`src/hdl/assert_macros.svh`:
```
// Assertion helpers for the RTL core (arp_cache_table_core).
`ifndef ASSERT_MACROS_SVH
`define ASSERT_MACROS_SVH
`ifndef SYNTHESIS
// Same-cycle implication: when ante holds, cons must hold too.
`define ACT_ASSERT_IMP(lbl, clk, rst, ante, cons) \
   lbl: assert property (@(posedge clk) disable iff (rst) (ante) |-> (cons)) \
      else $error("arp cache table assertion failed");
// Next-cycle implication: when ante holds, cons must hold in the next cycle.
`define ACT_ASSERT_NXT(lbl, clk, rst, ante, cons) \
   lbl: assert property (@(posedge clk) disable iff (rst) (ante) |=> (cons)) \
      else $error("arp cache table assertion failed");
`else
`define ACT_ASSERT_IMP(lbl, clk, rst, ante, cons)
`define ACT_ASSERT_NXT(lbl, clk, rst, ante, cons)
`endif
`endif

```
`src/hdl/act_pkg.sv`:
```
package act_pkg;

   // table size and derived index width
   localparam int ENTRY_COUNT = 8;
   localparam int IDX_W       = (ENTRY_COUNT > 1) ? $clog2(ENTRY_COUNT) : 1;
   localparam logic [IDX_W-1:0] LAST_IDX = IDX_W'(ENTRY_COUNT - 1);

   // field widths
   localparam int IP_W   = 32;
   localparam int MAC_W  = 48;
   localparam int TIME_W = 32;
   localparam int ROW_W  = IP_W + MAC_W + TIME_W;

   localparam logic [TIME_W-1:0] PERIOD_RESET = 32'd60000;

   // action codes
   localparam logic [1:0] ACT_ADD    = 2'd0;
   localparam logic [1:0] ACT_REMOVE = 2'd1;
   localparam logic [1:0] ACT_LOOKUP = 2'd2;

   // entry kinds
   localparam logic [1:0] KIND_UNUSED  = 2'd0;
   localparam logic [1:0] KIND_STATIC  = 2'd1;
   localparam logic [1:0] KIND_DYNAMIC = 2'd2;

   // result status codes
   localparam logic [1:0] STS_OK      = 2'd0;
   localparam logic [1:0] STS_INVALID = 2'd1;
   localparam logic [1:0] STS_FULL    = 2'd2;
   localparam logic [1:0] STS_MISS    = 2'd3;

   // controller to datapath
   typedef struct packed {
      logic             load;    // request transfer, latch the item
      logic             scan;    // issue a table read at addr
      logic [IDX_W-1:0] addr;
      logic             decide;  // update the table and load the result
   } act_cmd_type;

   // datapath to controller
   typedef struct packed {
      logic down;       // current item scans from the top entry downward
      logic out_ready;  // result register can take a new result
   } act_sts_type;

endpackage

```
`src/hdl/act_ram.sv`:
```
module act_ram #(
   parameter int WIDTH = 8,
   parameter int DEPTH = 8
) (
   input  logic                                         clock,
   input  logic                                         wr_en,
   input  logic [((DEPTH > 1) ? $clog2(DEPTH) : 1)-1:0] wr_addr,
   input  logic [WIDTH-1:0]                             wr_data,
   input  logic [((DEPTH > 1) ? $clog2(DEPTH) : 1)-1:0] rd_addr,
   output logic [WIDTH-1:0]                             rd_data
);

   logic [WIDTH-1:0] mem_ff [DEPTH];
   logic [WIDTH-1:0] rd_data_ff;

   // write port and registered read port
   always_ff @(posedge clock) begin
      if (wr_en) begin
         mem_ff[wr_addr] <= wr_data;
      end
      rd_data_ff <= mem_ff[rd_addr];
   end

   assign rd_data = rd_data_ff;

endmodule

```
`src/hdl/act_ctrl.sv`:
```
module act_ctrl
   import act_pkg::*;
(
   input  logic        clock,
   input  logic        reset,
   input  logic        req_tvalid,
   output logic        req_tready,
   input  act_sts_type sts,
   output act_cmd_type cmd
);

   typedef enum logic [3:0] {
      S_IDLE   = 4'b0001,
      S_SCAN   = 4'b0010,
      S_DRAIN  = 4'b0100,
      S_DECIDE = 4'b1000
   } act_state_type;

   act_state_type    state_ff, state_in;
   logic [IDX_W-1:0] cnt_ff, cnt_in;

   // next state and scan counter
   always_comb begin
      state_in = state_ff;
      cnt_in   = cnt_ff;
      case (state_ff)
         S_IDLE: begin
            cnt_in = '0;
            if (req_tvalid) begin
               state_in = S_SCAN;
            end
         end
         S_SCAN: begin
            cnt_in = cnt_ff + IDX_W'(1);
            if (cnt_ff == LAST_IDX) begin
               state_in = S_DRAIN;
            end
         end
         S_DRAIN: begin
            state_in = S_DECIDE;
         end
         S_DECIDE: begin
            if (sts.out_ready) begin
               state_in = S_IDLE;
            end
         end
         default: begin
            state_in = S_IDLE;
         end
      endcase
   end

   always_ff @(posedge clock) begin
      if (reset) begin
         state_ff <= S_IDLE;
         cnt_ff   <= '0;
      end else begin
         state_ff <= state_in;
         cnt_ff   <= cnt_in;
      end
   end

   // commands to the datapath
   assign req_tready = (state_ff == S_IDLE);
   assign cmd.load   = req_tvalid && req_tready;
   assign cmd.scan   = (state_ff == S_SCAN);
   assign cmd.addr   = sts.down ? (LAST_IDX - cnt_ff) : cnt_ff;
   assign cmd.decide = (state_ff == S_DECIDE) && sts.out_ready;

endmodule

```
`src/hdl/act_dpath.sv`:
```
module act_dpath
   import act_pkg::*;
(
   input  logic              clock,
   input  logic              reset,
   input  act_cmd_type       cmd,
   output act_sts_type       sts,
   input  logic [1:0]        req_action,
   input  logic              req_make_static,
   input  logic [IP_W-1:0]   req_ip,
   input  logic [MAC_W-1:0]  req_mac,
   input  logic [TIME_W-1:0] req_now,
   input  logic              csr_wr_en,
   input  logic [TIME_W-1:0] csr_wr_data,
   input  logic              rsp_ready,
   output logic              rsp_valid,
   output logic [1:0]        rsp_status,
   output logic [MAC_W-1:0]  rsp_mac
);

   // latched request
   logic [1:0]        op_ff;
   logic [1:0]        kind_req_ff;
   logic [IP_W-1:0]   ip_ff;
   logic [MAC_W-1:0]  mac_ff;
   logic [TIME_W-1:0] now_ff;

   logic [TIME_W-1:0] period_ff;

   // table: kinds in flops (reset to unused), rows in RAM
   logic [1:0]        kind_ff [ENTRY_COUNT];
   logic              kind_we;
   logic [IDX_W-1:0]  kind_widx;
   logic [1:0]        kind_wval;
   logic              row_we;
   logic [IDX_W-1:0]  row_widx;
   logic [ROW_W-1:0]  row_rdata;

   // probe stage, aligned with the RAM read data
   logic              probe_vld_ff;
   logic [IDX_W-1:0]  probe_idx_ff;
   logic [1:0]        probe_kind_ff;
   logic [IP_W-1:0]   probe_ip;
   logic [MAC_W-1:0]  probe_mac;
   logic [TIME_W-1:0] probe_time;
   logic              probe_used;
   logic              probe_ip_hit;
   logic              hit;
   logic              old_cand;
   logic              free_cand;

   // scan results
   logic              have_match_ff;
   logic [IDX_W-1:0]  match_idx_ff;
   logic [1:0]        match_kind_ff;
   logic [MAC_W-1:0]  match_mac_ff;
   logic [TIME_W-1:0] match_time_ff;
   logic              have_free_ff;
   logic [IDX_W-1:0]  free_idx_ff;
   logic              have_old_ff;
   logic [IDX_W-1:0]  old_idx_ff;
   logic [TIME_W-1:0] old_time_ff;

   // decision
   logic [TIME_W-1:0] age;
   logic              fresh;
   logic [1:0]        res_status;
   logic [MAC_W-1:0]  res_mac;

   // result register
   logic              rsp_valid_ff;
   logic [1:0]        rsp_status_ff;
   logic [MAC_W-1:0]  rsp_mac_ff;

   // latch the item on its transfer
   always_ff @(posedge clock) begin
      if (cmd.load) begin
         op_ff       <= req_action;
         kind_req_ff <= req_make_static ? KIND_STATIC : KIND_DYNAMIC;
         ip_ff       <= req_ip;
         mac_ff      <= req_mac;
         now_ff      <= req_now;
      end
   end

   // validity period register
   always_ff @(posedge clock) begin
      if (reset) begin
         period_ff <= PERIOD_RESET;
      end else if (csr_wr_en) begin
         period_ff <= csr_wr_data;
      end
   end

   // kind array
   always_ff @(posedge clock) begin
      if (reset) begin
         for (int i = 0; i < ENTRY_COUNT; i++) begin
            kind_ff[i] <= KIND_UNUSED;
         end
      end else if (kind_we) begin
         kind_ff[kind_widx] <= kind_wval;
      end
   end

   act_ram #(
      .WIDTH (ROW_W),
      .DEPTH (ENTRY_COUNT)
   ) u_row_ram (
      .clock   (clock),
      .wr_en   (row_we),
      .wr_addr (row_widx),
      .wr_data ({now_ff, mac_ff, ip_ff}),
      .rd_addr (cmd.addr),
      .rd_data (row_rdata)
   );

   // probe stage: kind and index are registered alongside the RAM read
   always_ff @(posedge clock) begin
      if (reset) begin
         probe_vld_ff <= 1'b0;
      end else begin
         probe_vld_ff <= cmd.scan;
      end
   end

   always_ff @(posedge clock) begin
      probe_idx_ff  <= cmd.addr;
      probe_kind_ff <= kind_ff[cmd.addr];
   end

   assign probe_ip     = row_rdata[IP_W-1:0];
   assign probe_mac    = row_rdata[IP_W+MAC_W-1:IP_W];
   assign probe_time   = row_rdata[ROW_W-1:IP_W+MAC_W];
   assign probe_used   = (probe_kind_ff != KIND_UNUSED);
   assign probe_ip_hit = (probe_ip == ip_ff);

   // classify the probed entry for the current action
   always_comb begin
      hit       = 1'b0;
      old_cand  = 1'b0;
      free_cand = 1'b0;
      case (op_ff)
         ACT_ADD: begin
            hit = probe_used && probe_ip_hit &&
                  (probe_kind_ff == kind_req_ff || probe_kind_ff == KIND_DYNAMIC);
            old_cand  = !hit && (probe_kind_ff == KIND_DYNAMIC);
            free_cand = !probe_used;
         end
         ACT_REMOVE: begin
            hit = (probe_kind_ff == KIND_STATIC) && probe_ip_hit;
         end
         ACT_LOOKUP: begin
            hit = probe_used && probe_ip_hit;
         end
         default: begin
            hit = 1'b0;
         end
      endcase
   end

   // track first match, highest free entry and oldest dynamic entry
   always_ff @(posedge clock) begin
      if (reset || cmd.load) begin
         have_match_ff <= 1'b0;
         have_free_ff  <= 1'b0;
         have_old_ff   <= 1'b0;
      end else if (probe_vld_ff) begin
         if (hit && !have_match_ff) begin
            have_match_ff <= 1'b1;
         end
         if (free_cand) begin
            have_free_ff <= 1'b1;
         end
         if (old_cand && (!have_old_ff || old_time_ff > probe_time)) begin
            have_old_ff <= 1'b1;
         end
      end
   end

   always_ff @(posedge clock) begin
      if (probe_vld_ff) begin
         if (hit && !have_match_ff) begin
            match_idx_ff  <= probe_idx_ff;
            match_kind_ff <= probe_kind_ff;
            match_mac_ff  <= probe_mac;
            match_time_ff <= probe_time;
         end
         if (free_cand) begin
            free_idx_ff <= probe_idx_ff;
         end
         if (old_cand && (!have_old_ff || old_time_ff > probe_time)) begin
            old_idx_ff  <= probe_idx_ff;
            old_time_ff <= probe_time;
         end
      end
   end

   // decide: pick the entry to write, check freshness, form the result
   assign age   = now_ff - match_time_ff;
   assign fresh = (match_kind_ff == KIND_STATIC) || (age <= period_ff);

   always_comb begin
      res_status = STS_INVALID;
      res_mac    = '0;
      kind_we    = 1'b0;
      kind_widx  = match_idx_ff;
      kind_wval  = KIND_UNUSED;
      row_we     = 1'b0;
      row_widx   = match_idx_ff;
      case (op_ff)
         ACT_ADD: begin
            kind_wval = kind_req_ff;
            if (ip_ff == '0) begin
               res_status = STS_INVALID;
            end else if (have_match_ff || have_free_ff || have_old_ff) begin
               res_status = STS_OK;
               kind_we    = cmd.decide;
               row_we     = cmd.decide;
               if (have_match_ff) begin
                  kind_widx = match_idx_ff;
               end else if (have_free_ff) begin
                  kind_widx = free_idx_ff;
               end else begin
                  kind_widx = old_idx_ff;
               end
               row_widx = kind_widx;
            end else begin
               res_status = STS_FULL;
            end
         end
         ACT_REMOVE: begin
            if (have_match_ff) begin
               res_status = STS_OK;
               kind_we    = cmd.decide;
            end else begin
               res_status = STS_INVALID;
            end
         end
         ACT_LOOKUP: begin
            if (have_match_ff && fresh) begin
               res_status = STS_OK;
               res_mac    = match_mac_ff;
            end else begin
               res_status = STS_MISS;
               kind_we    = cmd.decide && have_match_ff;
            end
         end
         default: begin
            res_status = STS_INVALID;
         end
      endcase
   end

   // result register: load on decide, drop on transfer
   always_ff @(posedge clock) begin
      if (reset) begin
         rsp_valid_ff <= 1'b0;
      end else if (cmd.decide) begin
         rsp_valid_ff <= 1'b1;
      end else if (rsp_ready) begin
         rsp_valid_ff <= 1'b0;
      end
   end

   always_ff @(posedge clock) begin
      if (cmd.decide) begin
         rsp_status_ff <= res_status;
         rsp_mac_ff    <= res_mac;
      end
   end

   assign rsp_valid     = rsp_valid_ff;
   assign rsp_status    = rsp_status_ff;
   assign rsp_mac       = rsp_mac_ff;
   assign sts.down      = (op_ff == ACT_LOOKUP);
   assign sts.out_ready = !rsp_valid_ff || rsp_ready;

endmodule

```
`src/hdl/arp_cache_table_core.sv`:
```
// Channel   Direction  tdata                        tuser
// req_      in         ip[31:0] mac[79:32]          action[1:0] make_static[2]
//                      now[111:80]
// rsp_      out        found_mac[47:0]              status[1:0]
// csr_      in         validity period (32 bits)    -
//
// An item goes through these steps in order: taking the transfer, one table read
// per entry through the single RAM read port, a drain of the read pipeline, and a
// decide that writes the table back.
// A new item is taken as soon as the decide cycle has passed, even while the
// previous result still waits in the output register.
// A stall on rsp_tready holds the decide cycle until the output register frees.
// Reset marks every entry unused at once and sets the period to 60000 ms.
`include "assert_macros.svh"

module arp_cache_table_core
   import act_pkg::*;
(
   input  logic         clock,
   input  logic         reset,
   input  logic         req_tvalid,
   output logic         req_tready,
   input  logic [111:0] req_tdata,   // ip_address, new_mac, now_ms
   input  logic [2:0]   req_tuser,   // action, make_static
   output logic         rsp_tvalid,
   input  logic         rsp_tready,
   output logic [47:0]  rsp_tdata,   // found_mac
   output logic [1:0]   rsp_tuser,   // status
   input  logic         csr_wr_en,
   input  logic [31:0]  csr_wr_data
);

   act_cmd_type cmd;
   act_sts_type sts;

   act_ctrl u_ctrl (
      .clock      (clock),
      .reset      (reset),
      .req_tvalid (req_tvalid),
      .req_tready (req_tready),
      .sts        (sts),
      .cmd        (cmd)
   );

   act_dpath u_dpath (
      .clock           (clock),
      .reset           (reset),
      .cmd             (cmd),
      .sts             (sts),
      .req_action      (req_tuser[1:0]),
      .req_make_static (req_tuser[2]),
      .req_ip          (req_tdata[IP_W-1:0]),
      .req_mac         (req_tdata[IP_W+MAC_W-1:IP_W]),
      .req_now         (req_tdata[ROW_W-1:IP_W+MAC_W]),
      .csr_wr_en       (csr_wr_en),
      .csr_wr_data     (csr_wr_data),
      .rsp_ready       (rsp_tready),
      .rsp_valid       (rsp_tvalid),
      .rsp_status      (rsp_tuser),
      .rsp_mac         (rsp_tdata)
   );

   // one item at a time: no new transfer right after one is taken
   `ACT_ASSERT_NXT(a_busy_after_req, clock, reset, req_tvalid && req_tready, !req_tready)
   // the result register is never overwritten while it still holds a result
   `ACT_ASSERT_IMP(a_decide_free, clock, reset, cmd.decide, sts.out_ready)
   // the table is never scanned while the block takes a new item
   `ACT_ASSERT_IMP(a_scan_busy, clock, reset, cmd.scan, !req_tready)
   // only a hit carries a MAC address
   `ACT_ASSERT_IMP(a_mac_on_hit, clock, reset, rsp_tvalid && rsp_tuser != STS_OK, rsp_tdata == '0)

endmodule

```
`config.mk`:
```
export PLATFORM = sky130hd
export DESIGN_NAME = arp_cache_table_core
export DESIGN_NICKNAME = d
export VERILOG_FILES = /design/src/hdl/act_pkg.sv /design/src/hdl/act_ram.sv /design/src/hdl/act_ctrl.sv /design/src/hdl/act_dpath.sv /design/src/hdl/arp_cache_table_core.sv
export VERILOG_INCLUDE_DIRS = /design/src /design/src/hdl
export SDC_FILE = /design/constraint.sdc
export NUM_CORES = 2
export LEC_CHECK = 0
export ABC_AREA = 1
export BUFFER_PORTS_ARGS = -buffer_cell sky130_fd_sc_hd__buf_2
export CAP_MARGIN = 40
export CORE_UTILIZATION = 60
export DETAILED_ROUTE_END_ITERATION = 10
export GPL_ROUTABILITY_DRIVEN = 0
export PLACE_DENSITY = 0.78
export SYNTH_ARGS = -nofsm -noshare
export SYNTH_HDL_FRONTEND = slang
export SYNTH_SLANG_ARGS = --single-unit
```
`constraint.sdc`:
```
create_clock -name clock -period 23.8 [get_ports clock]
set_clock_uncertainty 0.05 [all_clocks]
set_input_delay 2.38 -clock clock [delete_from_list [all_inputs] [get_ports clock]]
set_output_delay 2.38 -clock clock [all_outputs]
set_load 0.02 [all_outputs]
```
Word level (Yosys, flattened, before mapping)
Memories as Yosys holds them, arrays and structs flattened. A register that Yosys moved wholly into a read port is not among the register bits.
Cells that the tools add are included.
{"block": "op_classes", "n_div": 0, "magnitude_cmp": 2, "multipliers": 0, "bitwise": 0, "shift": 0, "n_mux": 39, "eq_ne": 15, "reduce_logical": 33, "addsub": 3}
{"cell": "$eq 32x32->1", "count": 1}
{"cell": "$gt 32x32->1", "count": 1}
{"cell": "$le 32x32->1", "count": 1}
{"cell": "$logic_not 32->1", "count": 1}
{"cell": "$sub 32x32->32", "count": 1}
{"cell": "$mux 3", "count": 7}
{"cell": "$mux 1", "count": 18}
{"cell": "$pmux 4 s4", "count": 1}
{"cell": "$mux 2", "count": 6}
{"cell": "$mux 4", "count": 3}
{"cell": "$logic_and 1x1->1", "count": 10}
{"cell": "$reduce_and 2->1", "count": 4}
{"cell": "$logic_or 1x1->1", "count": 7}
{"cell": "$eq 2x1->1 const B", "count": 3}
{"cell": "$pmux 1 s3", "count": 2}
{"cell": "$pmux 2 s3", "count": 1}
{"cell": "$pmux 3 s2", "count": 1}
{"cell": "$reduce_bool 2->1", "count": 3}
{"cell": "$logic_not 1->1", "count": 5}
{"cell": "$eq 2x2->1 const B", "count": 2}
{"cell": "$eq 4x1->1 const B", "count": 1}
{"cell": "$eq 4x2->1 const B", "count": 1}
{"cell": "$eq 4x3->1 const B", "count": 1}
{"cell": "$eq 4x4->1 const B", "count": 1}
{"cell": "9 further kinds", "count": 10}
{"block": "totals", "memories": 2, "out_inout_bits": 52, "latch_bits": 0, "wordCells": 117, "rom_bits": 0, "ramBits": 912, "regBits": 336}
{"name": "u_dpath.u_row_ram.mem_ff", "depth": 8, "width": 112, "read_ports": 1, "rd_ports_with_merged_regs": 1, "wr": 1, "line": "act_ram.sv:13", "text": "logic [WIDTH-1:0] mem_ff [DEPTH];"}
{"name": "u_dpath.kind_ff", "depth": 8, "width": 2, "read_ports": 1, "rd_ports_with_merged_regs": 1, "wr": 8, "line": "act_dpath.sv:31", "text": "logic [1:0] kind_ff [ENTRY_COUNT];"}

Longest topological paths before layout
{"block": "logic_depth", "ltp_word": 11, "mapped_depth": 27, "ltp_nobuf": 27}

Cells and area by module
From an unflattened synthesis, not the netlist that was laid out.
{"block": "hier_totals", "cells_unflattened": 5387, "hier_area_um2": 57178.6}
{"module": "act_ram", "area_per_inst_um2": 41342.2, "seq_area_each_um2": 29148.0, "n_inst": 1, "cells_per_inst": 4001}
{"module": "act_dpath", "area_per_inst_um2": 15416.0, "seq_area_each_um2": 9999.6, "n_inst": 1, "cells_per_inst": 1331}
{"module": "act_ctrl", "area_per_inst_um2": 420.4, "seq_area_each_um2": 140.1, "n_inst": 1, "cells_per_inst": 55}

Worst setup path after synthesis
Ideal clock, no wire load.
{"block": "synth_timing", "kind": "input port to flip-flop", "from": "in rsp_tready", "to": "mem u_dpath.u_row_ram.mem_ff[6][0] (netlist name) (enable)", "required_time_ps": 23029, "t_arrival_ps": 13268, "path_slack_ps": 9762, "stages": 4, "path_cell_list": "nor2_1 nor2_1 nand4_1 nor3_1"}
{"element": "from (decl)", "line": "arp_cache_table_core.sv:26", "text": "input logic rsp_tready,"}
{"element": "to (decl)", "line": "act_ram.sv:13"}

==> results.sh <==
export IMPL_critPathRequiredTime_ps=24140
export IMPL_start_util_pct=60.5
export IMPL_hold_viol=0
export IMPL_num_antenna_cells=0
export IMPL_multi_input_area_mm2=0.0116
export IMPL_cts_tree="done"
export IMPL_cts_setup_buffers=0
export IMPL_layout_drive_gt1_share_pct=14.6
export IMPL_grt_setup_unrepaired="no"
export IMPL_power_frac_seq_pct=52.2
export IMPL_holdBufCountCts=0
export IMPL_grt_start_max_net_pins=198
export IMPL_clk_insertion_delay_late_ps=730
export IMPL_first_global_vias=30712
export IMPL_leakagePower_nw=20.8
export IMPL_hp_class="flop to flop"
export IMPL_ys_seq_area_share_pct=74.9
export IMPL_fp_dieW_um=298
export IMPL_fp_dieArea_mm2=0.0886
export IMPL_post_drt_wl_per_cell_um=21.5
export IMPL_fin_area_mm2=0.0594
export IMPL_coreArea_mm2=0.0866
export IMPL_synth_seq_cells=1362
export IMPL_areaGrowthSynthToFinish_pct=13.2
export IMPL_ys_warn_count=0
export IMPL_setup_viol=0
export IMPL_synth_xor_area_share_pct=1.02
export IMPL_max_freq_ghz=0.171
export IMPL_ant_nets=0
export IMPL_switchingPower_mw=1.22
export IMPL_synth_edf_count=1201
export IMPL_cp_data_arrival_time_ps=6180
export IMPL_fin_tns_setup_ps=0
export IMPL_grt_first_pass_wirelength_mm=173
export IMPL_synth_area_mm2=0.0524
export IMPL_combPwrFrac_pct=7.6
export IMPL_finalCriticalPeriod_ps=5840
export IMPL_cts_sink_count=1362
export IMPL_fillCellCount=5499
export IMPL_row_count=108
export IMPL_p_sw_share_pct=23.1
export IMPL_finalWorstSetupSlack_ps=17960
export IMPL_internal_power_mw=4.07
export IMPL_dieHeight_um=298
export IMPL_grt_overflow=0
export IMPL_synth_compound_area_share_pct=10.9
export IMPL_synthMuxAreaShare_pct=0.0644
export IMPL_seqCellArea_mm2=0.0393
export IMPL_ys_flop_type="edfxtp_1"
export IMPL_crit_path_end_kind="flop"
export IMPL_clockPowerShare_pct=40.2
export IMPL_post_dp_hpwl_mm=62.3
export IMPL_antenna_found_initial=3
export IMPL_layout_common_cells="1201 x edfxtp_1, 591 x nor2_1, 285 x o21ai_0"
export IMPL_via_count=31368
export IMPL_ir_worst_vdd_uv=85.7
export IMPL_cts_root_buffer="clkbuf_16"
export IMPL_criticalPathCategory="primary input to flop"
export IMPL_status="finished, final reports clean"
export IMPL_hold_slack_ps=354
export IMPL_vias_per_cell=5.99
export IMPL_synthSimpleGateAreaFrac_pct=7.66
export IMPL_synth_nets=4022
export IMPL_relSlewSlack_pct=23.3
export IMPL_ys_types=50
export IMPL_worst_pin_slew_ps=1150
export IMPL_drc=0
export IMPL_drt_first_iter_violations=3474
export IMPL_mostFrequentLayoutCell="edfxtp_1"
export IMPL_worstPathMaxFanout=51
export IMPL_portBuffers=203
export IMPL_cap_violations=0
export IMPL_h_tree_depth=4
export IMPL_synth_top_family_by_area="compound AO/OA/AOI/OAI gates"
export IMPL_syn_area_per_cell_um2=13.9
export IMPL_slew_viol_final=0
export IMPL_clk_pin_slew_worst_paths_ps=60
export IMPL_start_kind="primary input"
export IMPL_fin_crit_sh_pct=24.5
export IMPL_track_usage_pct=25.5
export IMPL_powerDensity_mw_per_mm2=89.1
export IMPL_io_pin_count=204
export IMPL_clock_path_buffers=3
export IMPL_dpl_cell_area_mm2=0.0549
export IMPL_async_flop_share_pct=0
export IMPL_pre_cts_slack_ps=17200
export IMPL_synth_cells=3772
export IMPL_synthAdderAreaFrac_pct=2.35
export IMPL_layout_nets=4219
export IMPL_cts_resized=0
export IMPL_drtPass1Iterations=6
export IMPL_wl_mm=113
export IMPL_cts_inserted_buffers=136
[power groups by stage]
stage	sequential (mW)	combinational (mW)	clock, mW
after floorplan	2.78	0.288	0
after global placement	2.80	0.378	0
after detailed placement	2.81	0.398	0
after CTS	2.76	0.404	2.15
after global routing	2.77	0.451	2.25
final	2.76	0.404	2.13
[metrics by stage]
stage               utilization (%)  power (mW)  cells
floorplan                         -        3.06   3772
global placement               62.9        3.18   4972
detailed placement             63.4        3.21   4986
CTS                            68.5        5.32   5238
global route                   68.5        5.47   5238
finish                         68.5        5.29   5238
[area by class of cell]
class | instances | share of cell area (%)
sequential | 1362 | 66.2
inverter | 220 | 1.42
clock inverter | 64 | 1.21
timing repair buffer | 249 | 2.82
tap | 1155 | 2.43
clock buffer | 188 | 6.37
multi-input combinational | 2000 | 19.6
[flip-flops by register name (all words and copies together) (netlist names), 3 cells and up]
register	count
u_ctrl.cnt_ff	3
u_ctrl.state_ff	4
u_dpath.free_idx_ff	3
u_dpath.ip_ff	32
u_dpath.kind_ff	16
u_dpath.mac_ff	48
u_dpath.match_idx_ff	3
u_dpath.match_mac_ff	48
u_dpath.match_time_ff	32
u_dpath.now_ff	32
u_dpath.old_idx_ff	3
u_dpath.old_time_ff	32
u_dpath.period_ff	32
u_dpath.probe_idx_ff	3
u_dpath.rsp_mac	48
u_dpath.u_row_ram.mem_ff	896
u_dpath.u_row_ram.rd_data	112
[synthesized netlist by cell type, types with 3 or more instances]
library cell  instances  area [µm²]
a21o_1                3        22.5
a21oi_1             103         515
a31oi_1             117         732
buf_1                 9        33.8
buf_2                56         280
clkbuf_1            123         462
dfxtp_1             161        3220
edfxtp_1           1201       36100
ha_1                 97        1210
inv_1               213         800
inv_2                 5        18.8
mux2_2                3        33.8
nand2_1             151         567
nand3_1              37         185
nand4_1              15        93.8
nor2_1              593        2230
nor3_1               25         125
nor4_1                7        43.8
o211ai_1            121         908
o21a_1                7        52.6
o21ai_0             285        1430
o21bai_1            118         886
o32ai_1             114         998
or2_2               115         719
xnor2_1              38         333
xor2_1               20         175
[worst max-delay path: stages]
cell and delay [ps]:
buf_2 90, nor2_1 100, nor2_4 110, buf_4 580, nand4_1 780, nor3_2 570
buf_4 690, buf_4 420, buf_16 340
[worst paths after layout]
check                                              startpoint                         endpoint  slack [ps]  cells past startpoint
worst max-delay path                               rsp_tready  u_dpath.u_row_ram.mem_ff[4][82]       17960                      9
worst min-delay path            u_dpath.u_row_ram.rd_data[73]         u_dpath.match_mac_ff[41]         350                      0
worst max register to register              u_dpath.now_ff[0]              u_dpath.rsp_mac[20]       18910                     22
worst min register to register  u_dpath.u_row_ram.rd_data[73]         u_dpath.match_mac_ff[41]         350                      0
[routing by layer]
layer,GRT usage [%],part of all wire [%],up-vias
met2,41.1,48,1438
met5,0,0.012,-
li1,-,-,14312
met4,8.68,2.4,2
met1,35.6,41,15428
met3,4.18,8.0,188
[kinds of logic (layout without fill, tap and decap cells)]
kind of cell / count (synthesis) / in the layout
XOR/XNOR: 59 / 59
AO/OA/AOI/OAI: 890 / 890
flip-flops: 1362 / 1362
adder cells (fa/ha/maj): 98 / 98
buffers and inverters: 410 / 721
AND/OR/NAND/NOR: 950 / 950
multiplexers: 3 / 3
Note: power is estimated with default switching activity, not from simulation.
